--- config.mk ---
export PLATFORM = sky130hd
export DESIGN_NAME = lmr_ram
export DESIGN_NICKNAME = d
export VERILOG_FILES = /design/src/hw/rtl/lmr_ram.sv
export SDC_FILE = /design/constraint.sdc
export NUM_CORES = 1
export LEC_CHECK = 0
export BUFFER_PORTS_ARGS = -buffer_cell sky130_fd_sc_hd__buf_2
export CAP_MARGIN = 15
export CORE_MARGIN = 1
export CORE_UTILIZATION = 45
export CTS_CLUSTER_DIAMETER = 50
export DETAILED_ROUTE_END_ITERATION = 6
export MAX_ROUTING_LAYER = met4
export SYNTH_ARGS = -nofsm -noshare
export SYNTH_HDL_FRONTEND = slang
export SYNTH_SLANG_ARGS = --single-unit
--- constraint.sdc ---
create_clock -name aclk -period 1.9 [get_ports aclk]
set_clock_uncertainty 0.1 [all_clocks]
set_input_delay 0.38 -clock aclk [delete_from_list [all_inputs] [get_ports aclk]]
set_output_delay 0.38 -clock aclk [all_outputs]
set_load 0.02 [all_outputs]
--- src/hw/rtl/lmr_ram.sv ---
// lmr_ram: simple dual-port synchronous ram, one write and one read port,
// registered read data that holds when no read is issued; no dependencies
module lmr_ram #(
    parameter int WIDTH = 8,
    parameter int ADDR_W = 4
) (
    input  logic              aclk,
    input  logic              we,
    input  logic [ADDR_W-1:0] waddr,
    input  logic [WIDTH-1:0]  wdata,
    input  logic              re,
    input  logic [ADDR_W-1:0] raddr,
    output logic [WIDTH-1:0]  rdata
);

    logic [WIDTH-1:0] mem [2**ADDR_W];

    always_ff @(posedge aclk) begin
        if (we) begin
            mem[waddr] <= wdata;
        end
        if (re) begin
            rdata <= mem[raddr];
        end
    end

endmodule

# Word-level counts from Yosys, hierarchy flattened
# Memory sizes are Yosys's and may differ from the RTL's. A register that Yosys moved wholly into a read port is not among the register bits.
# Cells that the tools add are included.
# classes
reduce_logical	0
shifts	0
n_eq_ne	0
mul	0
n_mux	2
add_sub_neg	0
div_mod_pow	0
bitwise_logic	0
magnitude_cmp	0
# ops
cell	n
1-bit 2-to-1 mux	2
# word_totals
output_inout_bits	8
ff_bits	0
ram_bits	128
romBits	0
word_cells	3
latch_bits	0
inputBits	19
mem_count	1
# mem_list
name	words	width	read_ports	rd_clocked_by_memory_dff	write_ports	line	text
mem	16	8	1	1	1	16	logic [WIDTH-1:0] mem [2**ADDR_W];

# Longest topological paths before layout
# logic_depth
ltp_word	2
mapped_depth	5
mapped_depth_nobuf	3

# Worst setup path before layout
# No wires, ideal clock.
# synth_timing
path_kind	input-to-reg
startpoint	input waddr[2]
endpoint	memory mem[0][0], enable pin
t_arrival_ps	1490
cell_stages	2
required_time_ps	1417
n_path_buf	0
setup_ps	383
slack_ps	-73
path_cell_list	or3b_2 -> nor3_1
# synth_rtl
element	line	text
start: declaration	9	input logic [ADDR_W-1:0] waddr,
end: declaration	16	
# No word-level cell before the write port.

==> impl_metrics.ini <==
[hold_path]
hp-class = input port to flop
whs_path_depth = 1

[floorplanning]
die-area_um2 = 12050
rows = 38
io-pin-count = 27
fp.dieW_um = 109.8
start_util = 0.4719
fp.dieH_um = 109.8
coreArea_um2 = 11080

[timing]
maxSlewViolCount = 0
rsz0062_at_grt = false
fin_crit_sh = 0.8642
finalSetupViolations = 0
layout_min_cycle_time_ns = 1.642
hold_viol_final = 0
tns_ns = 0
tightest_slew_ns = 0.7655
slew_headroom = 0.4886
clock.fmax_ghz = 0.6090
holdWs_ns = 0.2548

[synthesis]
syn-num-nets = 248
yosysTopAreaCellShare = 0.7812
syn_avg_cell_area_um2 = 22.83
yosysTopAreaCell = edfxtp_1
postSynthCellCount = 229
syn_area_um2 = 5228
synth.distinct_cells = 18
yosys_warnings = 0
seq_area_frac_synth = 0.7812
synthTopCellsByArea = edfxtp_1 78%, mux4_2 7.8%, mux4_1 7.0%, a22oi_1 2.3%, nor2_1 0.93%
ys_ff_latch = 136

[global_route]
antenna_found_initial = 0
grt_pass1_vias = 2455
use_met3 = 0.04268
grt_max_degree = 33
grt-ovfl-total = 0
grt_first_pass_wirelength_mm = 14.65
grt_busiest_layer = met2
grt_use_met1 = 0.2559
gr-usage-met2 = 0.2804
grt_use_total = 0.1886

[setup_path]
arrival_ns = 1.69
crit-reg2reg-launch = mem[0][0]
cp-end-kind = flop
crit_fanout = 10
worst_setup_path_start_kind = input port
r2r_slack_ns = 0.30
cp-endpoint = rdata[3]
worst-setup-path-type = input port to flop
reg2reg_to = rdata[0]
r2r_cells = 3
startpoint = raddr[0]
crit_required_ns = 1.95

[job]
cap_violations = 0

[clocking]
h-tree-depth = 4
clkTransAtPathRegs_ns = 0.05
root_buffer = clkbuf_16
cts.sinks = 136
clock_path_buffers = 2
cts_tree = done
cts_resized = 0
hold_buffers = 0
postCtsSetupBuffers = 0
numCtsBuffers = 17
insertion_delay_ns = 0.40

[routing]
vias = 2421
drt_first_iter_violations = 130
first_pass_iters = 4
routedWlPerCell_um = 22.04
ant_nets = 0
wirelength_mm = 9.674
drc = 0
viasPerCell = 5.515

[power]
peakVddDrop_mv = 0.5252
power_uw = 6725
p_leak_uw = 0.002112
power_density_nw_per_um2 = 1087

[cells_and_area]
diodes = 0
fillCellCount = 839
areaGrowthSynthToFinish_pct = 18.33
multi_input_comb_area_um2 = 1062
drive_above_1_share = 0.3177
ff_latch_area_um2 = 4084
final_nets = 305

[placed_design]
dp_hpwl_mm = 6.256
gp_congestion = 0.7725
port_buffers = 26

[status]
status = finished, final reports clean
cell families (layout without fill, tap and decap cells):
family                 count (synthesis)  count (layout)  share of synthesized area
flip-flops                           136             136                     0.7812
AO/OA/AOI/OAI                         16              16                    0.02298
buffers and inverters                 10              80                    0.01651
multiplexers                          32              32                     0.1479
AND/OR/NAND/NOR                       35              35                    0.03136
power breakdown:
part / internal [uW] / leakage [uW] / switching [uW]
Clock: 1890 / 0.000276 / 1110
Sequential: 3380 / 0.00124 / 16.5
Combinational: 134 / 0.000600 / 190
Total: 5410 / 0.00211 / 1310
critical path, cell delays in order:
cell     delay, ns
buf_2         0.11
buf_4         0.24
mux4_1        0.58
a22oi_1       0.29
nand2_1       0.08
registers in the layout, summed over array words and instances (netlist names):
signal  flops
rdata       8
mem       128
routing by layer:
| metal | vias up | share of wire | wire length [um] |
|---|---|---|---|
| met1 | 1260 | 0.47 | 4507 |
| li1 | 1096 | - | - |
| met3 | 12 | 0.035 | 343 |
| met5 | - | 0 | 0 |
| met2 | 53 | 0.48 | 4690 |
| met4 | 0 | 0.014 | 132 |
through the flow:
step           cells  utilization  area, um2  setup WS (ns)
2_1_floorplan    229            -       5233         0.1376
5_1_grt          439       0.5584       6186         0.2046
3_5_place_dp     407       0.5093       5642        -0.1543
6_report         439       0.5584       6186         0.2580
4_1_cts          439       0.5584       6186         0.2735
3_3_place_gp     407       0.5093       5642        -0.1395
layout make-up:
class,instances,area share
repair buffers,48,0.05178
clock inverters,13,0.01800
multi-input cells,83,0.1717
flip-flops and latches,136,0.6602
well taps,140,0.02832
clock buffers,19,0.06998
synthesized netlist by cell type:
master	number
nand3_1	1
and2_1	1
nor2_1	13
edfxtp_1	136
buf_4	1
buf_6	3
nor3_1	4
or3b_2	1
nand2b_1	2
mux4_1	14
a22oi_1	16
and2b_1	1
mux4_2	18
clkdlybuf4s25_2	3
buf_2	3
nand3b_1	2
nand2_1	9
nor2b_1	1
how the worst min path moves through the flow:
| stage | start | to |
|---|---|---|
| after floorplan | wdata[0] | mem[0][0] |
| after detailed placement | mem[11][5] | rdata[5] |
| final | wdata[5] | mem[4][5] |
| after global routing | re | rdata[5] |
| after CTS | wdata[5] | mem[4][5] |
| after global placement | mem[15][7] | rdata[7] |
cell usage in the layout, fill, tap and decap left out, drive strengths merged:
cell,n
nand2,9
nor2b,1
nand2b,2
or3b,1
buf,48
nor2,13
mux4,32
nand3,1
edfxtp,136
bufinv,2
and2,1
nand3b,2
clkbuf,19
clkinv,11
and2b,1
a22oi,16
nor3,4
Note: power is estimated with default switching activity, not from simulation.
