**src/hw/rtl/lmr_pkg.sv**
```systemverilog
// lmr_pkg: shared codes, defaults, step tables and neighbor status struct
// for the layered maze router; no dependencies
package lmr_pkg;

    localparam int GRID_DIM_DEF   = 128;
    localparam int MAX_LAYERS_DEF = 4;
    localparam int EPW            = 8;   // visit mark width

    localparam logic [1:0] CMD_WRITE = 2'd0;
    localparam logic [1:0] CMD_ROUTE = 2'd1;
    localparam logic [1:0] CMD_READ  = 2'd2;

    localparam logic [1:0] STATUS_OK      = 2'd0;
    localparam logic [1:0] STATUS_NO_PATH = 2'd1;
    localparam logic [1:0] STATUS_RANGE   = 2'd2;

    localparam logic [1:0] CFG_GRID_WIDTH  = 2'd0;
    localparam logic [1:0] CFG_GRID_HEIGHT = 2'd1;
    localparam logic [1:0] CFG_LAYER_COUNT = 2'd2;

    localparam logic [7:0] GRID_WIDTH_RST  = 8'd128;
    localparam logic [7:0] GRID_HEIGHT_RST = 8'd128;
    localparam logic [2:0] LAYER_COUNT_RST = 3'd1;

    typedef struct packed {
        logic done;  // all candidates of the current cell tried
        logic ok;    // candidate lies in the grid and is not the current cell
        logic goal;  // candidate is at the goal column and row
    } nbr_t;

    // order: +x, -x, +y, -y, +x+y, +x-y, -x+y, -x-y
    function automatic logic signed [1:0] step_dx(input logic [2:0] d);
        case (d)
            3'd0, 3'd4, 3'd5: step_dx = 2'sd1;
            3'd1, 3'd6, 3'd7: step_dx = -2'sd1;
            default:          step_dx = 2'sd0;
        endcase
    endfunction

    function automatic logic signed [1:0] step_dy(input logic [2:0] d);
        case (d)
            3'd2, 3'd4, 3'd6: step_dy = 2'sd1;
            3'd3, 3'd5, 3'd7: step_dy = -2'sd1;
            default:          step_dy = 2'sd0;
        endcase
    endfunction

endpackage

```
**src/hw/rtl/lmr_nbr.sv**
```systemverilog
// lmr_nbr: forms the address of one expansion candidate (eight planar steps,
// then vias in layer order) and checks it against the grid; uses lmr_pkg
module lmr_nbr #(
    parameter int CW = 7,
    parameter int LW = 2,
    parameter int LCW = 3,
    parameter int CANDW = 4
) (
    input  logic [CW-1:0]       cur_x,
    input  logic [CW-1:0]       cur_y,
    input  logic [LW-1:0]       cur_l,
    input  logic [CW-1:0]       goal_x,
    input  logic [CW-1:0]       goal_y,
    input  logic [CANDW-1:0]    cand,
    input  logic [CW:0]         w_eff,
    input  logic [CW:0]         h_eff,
    input  logic [LCW-1:0]      l_eff,
    output lmr_pkg::nbr_t       nb,
    output logic [LW+2*CW-1:0]  nb_addr
);

    logic [CW:0]       nx;
    logic [CW:0]       ny;
    logic [CANDW-1:0]  lidx;
    logic              planar;

    always_comb begin
        planar = (32'(cand) < 8);
        // stepping below zero wraps to all ones, which fails the bound check
        nx = {1'b0, cur_x} + (CW+1)'(lmr_pkg::step_dx(cand[2:0]));
        ny = {1'b0, cur_y} + (CW+1)'(lmr_pkg::step_dy(cand[2:0]));
        lidx = cand - CANDW'(8);
        nb.done = (32'(cand) >= 32'(l_eff) + 8);
        if (planar) begin
            nb.ok   = (nx < w_eff) && (ny < h_eff);
            nb.goal = (nx[CW-1:0] == goal_x) && (ny[CW-1:0] == goal_y);
            nb_addr = {cur_l, ny[CW-1:0], nx[CW-1:0]};
        end else begin
            nb.ok   = (32'(lidx) < 32'(l_eff)) && (LW'(lidx) != cur_l);
            nb.goal = (cur_x == goal_x) && (cur_y == goal_y);
            nb_addr = {LW'(lidx), cur_y, cur_x};
        end
    end

endmodule

```
**config.mk**
```make
export PLATFORM = sky130hd
export DESIGN_NAME = lmr_nbr
export DESIGN_NICKNAME = d
export VERILOG_FILES = /design/src/hw/rtl/lmr_pkg.sv /design/src/hw/rtl/lmr_nbr.sv
export SDC_FILE = /design/constraint.sdc
export NUM_CORES = 1
export LEC_CHECK = 0
export BUFFER_PORTS_ARGS = -buffer_cell sky130_fd_sc_hd__buf_2
export CORE_MARGIN = 3
export CORE_UTILIZATION = 40
export DETAILED_ROUTE_END_ITERATION = 12
export PLACE_DENSITY = 0.78
export SYNTH_ARGS = -nofsm -noshare
export SYNTH_HDL_FRONTEND = slang
export SYNTH_SLANG_ARGS = --single-unit
```
**constraint.sdc**
```tcl
create_clock -name vclk -period 4.74
set_input_delay 0.711 -clock vclk [all_inputs]
set_output_delay 0.711 -clock vclk [all_outputs]
set_load 0.01 [all_outputs]
```
# Yosys cells after proc, flatten, opt, wreduce, memory -nomap -nowiden
# Cells that the tools add are included.
# Widths: inputs -> output; s select.
[word_totals]
n_memories = 0
ramBits = 0
mem_bits_ro = 0
input_bits = 53
latch_bits = 0
reg_bits = 0
[op_classes]
n_eq_ne = 12
multipliers = 0
reduce_logical = 9
div_mod_pow = 0
magnitude_cmp = 5
shifts = 0
n_addsub = 4
mux = 4
bitwise = 0
[ops]
columns = ["cell", "n"]
rows = [
  ["$eq 7x7->1", 4],
  ["$add 7x8->8", 2],
  ["$lt 8x8->1", 2],
  ["$mux 16", 1],
  ["$eq 3x3->1 const B", 4],
  ["$reduce_or 3->1", 4],
  ["$pmux 2 s2", 2],
  ["$eq 3x2->1 const B", 2],
  ["$add 3x4->5 const B", 1],
  ["$ge 4x5->1", 1],
  ["$logic_and 1x1->1", 4],
  ["$lt 4x3->1", 1],
  ["$lt 4x4->1 const B", 1],
  ["$sub 4x4->4 const B", 1],
  ["$eq 3x1->1 const B", 1],
  ["$logic_not 3->1", 1],
  ["$mux 2", 1],
  ["$ne 2x2->1", 1],
]

# Longest topological paths before layout
[logic_depth]
ltp_word = 7
mapped_depth = 15
ltp_nobuf = 14

# Worst setup path after synthesis
# Ideal clock, no wire load.
[synth_timing]
path_type = "in2out"
start = "input cand[1]"
end = "output nb[1] in the netlist's numbering"
path_buffers = 1
path_slack_ps = 378
arrival_time_ps = 3651
path_stages = 14
path_cell_list = "clkbuf_1 > or2_1 > and2_1 > fa_1 > a21o_1 > a21oi_1 > nor2_1 > o21a_1 > nor2_1 > xnor2_1 > ha_1 > nand3_1 > nand4_1 > o31ai_1"
[synth_rtl]
columns = ["element", "line_no", "source"]
rows = [
  ["from (decl)", "lmr_nbr.sv:14", "input logic [CANDW-1:0] cand,"],
  ["to (decl)", "lmr_nbr.sv:18", "output lmr_pkg::nbr_t nb,"],
]

==> flow_summary.json <==
{
  "rsz0062_at_grt": "no",
  "final_max_slew_viol_count": 0,
  "path_cells": "buf_2, or2_1, and2_2, ha_1, a21oi_2, a21oi_2, o21ai_0, nand2b_1, a21o_1, a21oi_1, xnor2_1, ha_1, a22oi_1, nand4_1, o31ai_2, buf_2",
  "yosysWarnings": 0,
  "worstSetupPathType": "in2out",
  "ios": 72,
  "finalCritPeriodShare_pct": 94.8,
  "synth_area_leaders": "ha_1 (18%), xnor2_1 (9.6%), xor2_1 (8.7%), mux2_2 (6.5%), inv_1 (4.9%)",
  "multiInputGateArea_sq_mm": 0.00177,
  "vias": 2105,
  "powerDensity_mw_per_mm2": 137,
  "worstPathMaxFanout": 8,
  "hold_end": "nb_addr[10]",
  "grt_pass1_vias": 1942,
  "crit_buf_inv": 2,
  "yosysUniqueCellTypes": 54,
  "fp.dieArea_sq_mm": 0.00563,
  "syn_area_per_cell_sq_um": 7.34,
  "whs_path_depth": 4,
  "power.leakage_nw": 1.15,
  "core_area_sq_mm": 0.00447,
  "cpMaxStageDelayCell": "ha_1",
  "seq_cells": 0,
  "start_util_pct": 42.6,
  "routed_wl_mm": 5.34,
  "area_delta_synth_final_pct": 20.7,
  "synth_most_common_cell": "ha_1",
  "slowest_delay_ns": 0.36,
  "grt_max_degree": 23,
  "regArea_sq_um": 0,
  "io_buffer_count": 72,
  "yosysSeqAreaShare_pct": 0,
  "irDropWorstVdd_mv": 0.0765,
  "netlist_area_sq_mm": 0.00191,
  "tightest_slew_ns": 0.493,
  "routedWlPerCell_microns": 14.3,
  "critPathCaptureType": "primary output",
  "min_period_ns": 4.49,
  "fill_cells": 445,
  "dp.cells": 373,
  "synth_commonest_cells": "ha_1 (27), inv_1 (25), xnor2_1 (21), xor2_1 (19), nor2_1 (17)",
  "arrival_ns": 3.78,
  "drc": 0,
  "final_cells": 373,
  "hold_viol": 0,
  "gp_congestion": 1.03,
  "std_cell_rows": 24,
  "syn_nets": 341,
  "grt_overflow_total": 0,
  "max_cap_violations": 0,
  "final_cell_area_sq_mm": 0.00230,
  "nNetsFinal": 404,
  "clockBufferCount": 0,
  "grt_pass1_wl_mm": 8.34,
  "hold_buffers": 0,
  "fp.dieH_microns": 75.1,
  "dp_hpwl_mm": 4.52,
  "grt_usage_pct": 17.9,
  "fmax_ghz": 0.223,
  "die_x_microns": 75.1,
  "drt_iter0_drc": 105,
  "setup_viol": 0,
  "yosys.area.top_type": "ha_1",
  "antenna_found_initial": 0,
  "hp-start": "cur_y[3]",
  "crit_family": "compound AO/OA/AOI/OAI gates",
  "syn_inst": 260,
  "vias_per_cell": 5.64,
  "run_status": "complete, no violations",
  "dpl_cell_area_sq_mm": 0.00229,
  "worstPathRequired_ns": 4.03,
  "crit_path_start_kind": "primary input",
  "setup_tns_ns": 0,
  "num_antenna_cells": 0,
  "drive_above_1_share_pct": 30.2,
  "firstDrtPassIters": 4,
  "max_slew_margin_pct": 67.1,
  "hp-class": "in2out",
  "synth_top_cell_area_share_pct": 17.7,
  "ant_nets": 0
}
-- kinds of logic after synthesis --
| logic type | after synthesis | share of synthesized area [%] |
|---|---|---|
| muxes | 16 | 9.18 |
| xor gates and xnor gates | 42 | 20.1 |
| and+or+nand+nor | 76 | 20.9 |
| AOI/OAI and AO/OA | 60 | 23.1 |
| adders and majority gates | 28 | 18.8 |
| buffers and inverters | 38 | 8.07 |
-- layout by cell type (no fill, tap or decap), types with 2 or more instances in the layout --
| master | count |
|---|---|
| nor3_1 | 5 |
| a21oi_1 | 13 |
| o21a_1 | 2 |
| nor2b_1 | 2 |
| nand3_1 | 14 |
| buf_2 | 72 |
| a22oi_1 | 3 |
| mux2i_1 | 4 |
| nand4_1 | 4 |
| a21oi_2 | 2 |
| inv_1 | 25 |
| nand2b_1 | 9 |
| nand2_1 | 10 |
| and2_1 | 2 |
| xor2_2 | 2 |
| mux2_2 | 11 |
| xnor2_1 | 21 |
| buf_4 | 2 |
| o21ai_0 | 9 |
| nor4_1 | 2 |
| nor2_1 | 17 |
| xor2_1 | 19 |
| ha_1 | 27 |
| nand3b_1 | 2 |
| o2111ai_1 | 2 |
| a21o_1 | 9 |
| and3_1 | 3 |
| o32ai_1 | 2 |
-- final cells by class --
type | instances | area share, %
Timing Repair Buffer | 74 | 16.3
Multi-Input combinational cell | 222 | 76.8
Inverter | 25 | 4.08
Tap cell | 52 | 2.83
-- what timing repair did --
item / in CTS / in global routing
hold endpoints to repair: 0 / 0
resized for setup: 0 / 4
endpoints found under the setup margin: 0 / 1
setup buffers: 0 / 0
-- metal layers --
| layer | part of all wire, % | track usage, % | up-vias |
|---|---|---|---|
| met5 | 0 | 0 | - |
| met4 | 1.2 | 2.57 | 0 |
| met3 | 7.2 | 1.87 | 10 |
| met2 | 48 | 33.1 | 82 |
| met1 | 43 | 22.8 | 962 |
| li1 | - | - | 1051 |
-- stage by stage --
| stage | hold WS [ns] | util, % | total power, mW | worst slack, ns |
|---|---|---|---|---|
| 4_1_cts | 1.76 | 51.1 | 0.312 | 0.0818 |
| 2_1_floorplan | 1.57 | - | 0.217 | 0.378 |
| 5_1_grt | 1.78 | 51.5 | 0.349 | 0.0111 |
| 6_report | 1.75 | 51.5 | 0.315 | 0.247 |
| 3_5_place_dp | 1.76 | 51.1 | 0.311 | 0.0867 |
| 3_3_place_gp | 1.76 | 51.1 | 0.301 | 0.231 |
-- power breakdown --
group | internal [mW] | switching, mW
Sequential | 0 | 0
Combinational | 0.145 | 0.170
Clock | 0 | 0
Total | 0.145 | 0.170
-- worst min-delay path: cells and delay by family --
| family | cells | cell delay, ns |
|---|---|---|
| buffers and inverters | 2 | 0.23 |
| AOI/OAI and AO/OA | 1 | 0.05 |
| and+or+nand+nor | 1 | 0.05 |
-- worst max-delay path by stage --
stage | startpoint | to | slack (ns) | cells after the start
after floorplan | cand[1] | nb[1] | 0.38 | 14
after global placement | cand[1] | nb[1] | 0.23 | 16
after detailed placement | cand[1] | nb[1] | 0.09 | 16
after CTS | cand[1] | nb[1] | 0.08 | 16
after global routing | cand[1] | nb[1] | 0.01 | 16
final | cand[1] | nb[1] | 0.25 | 16
Note: power is estimated with default switching activity, not from simulation.
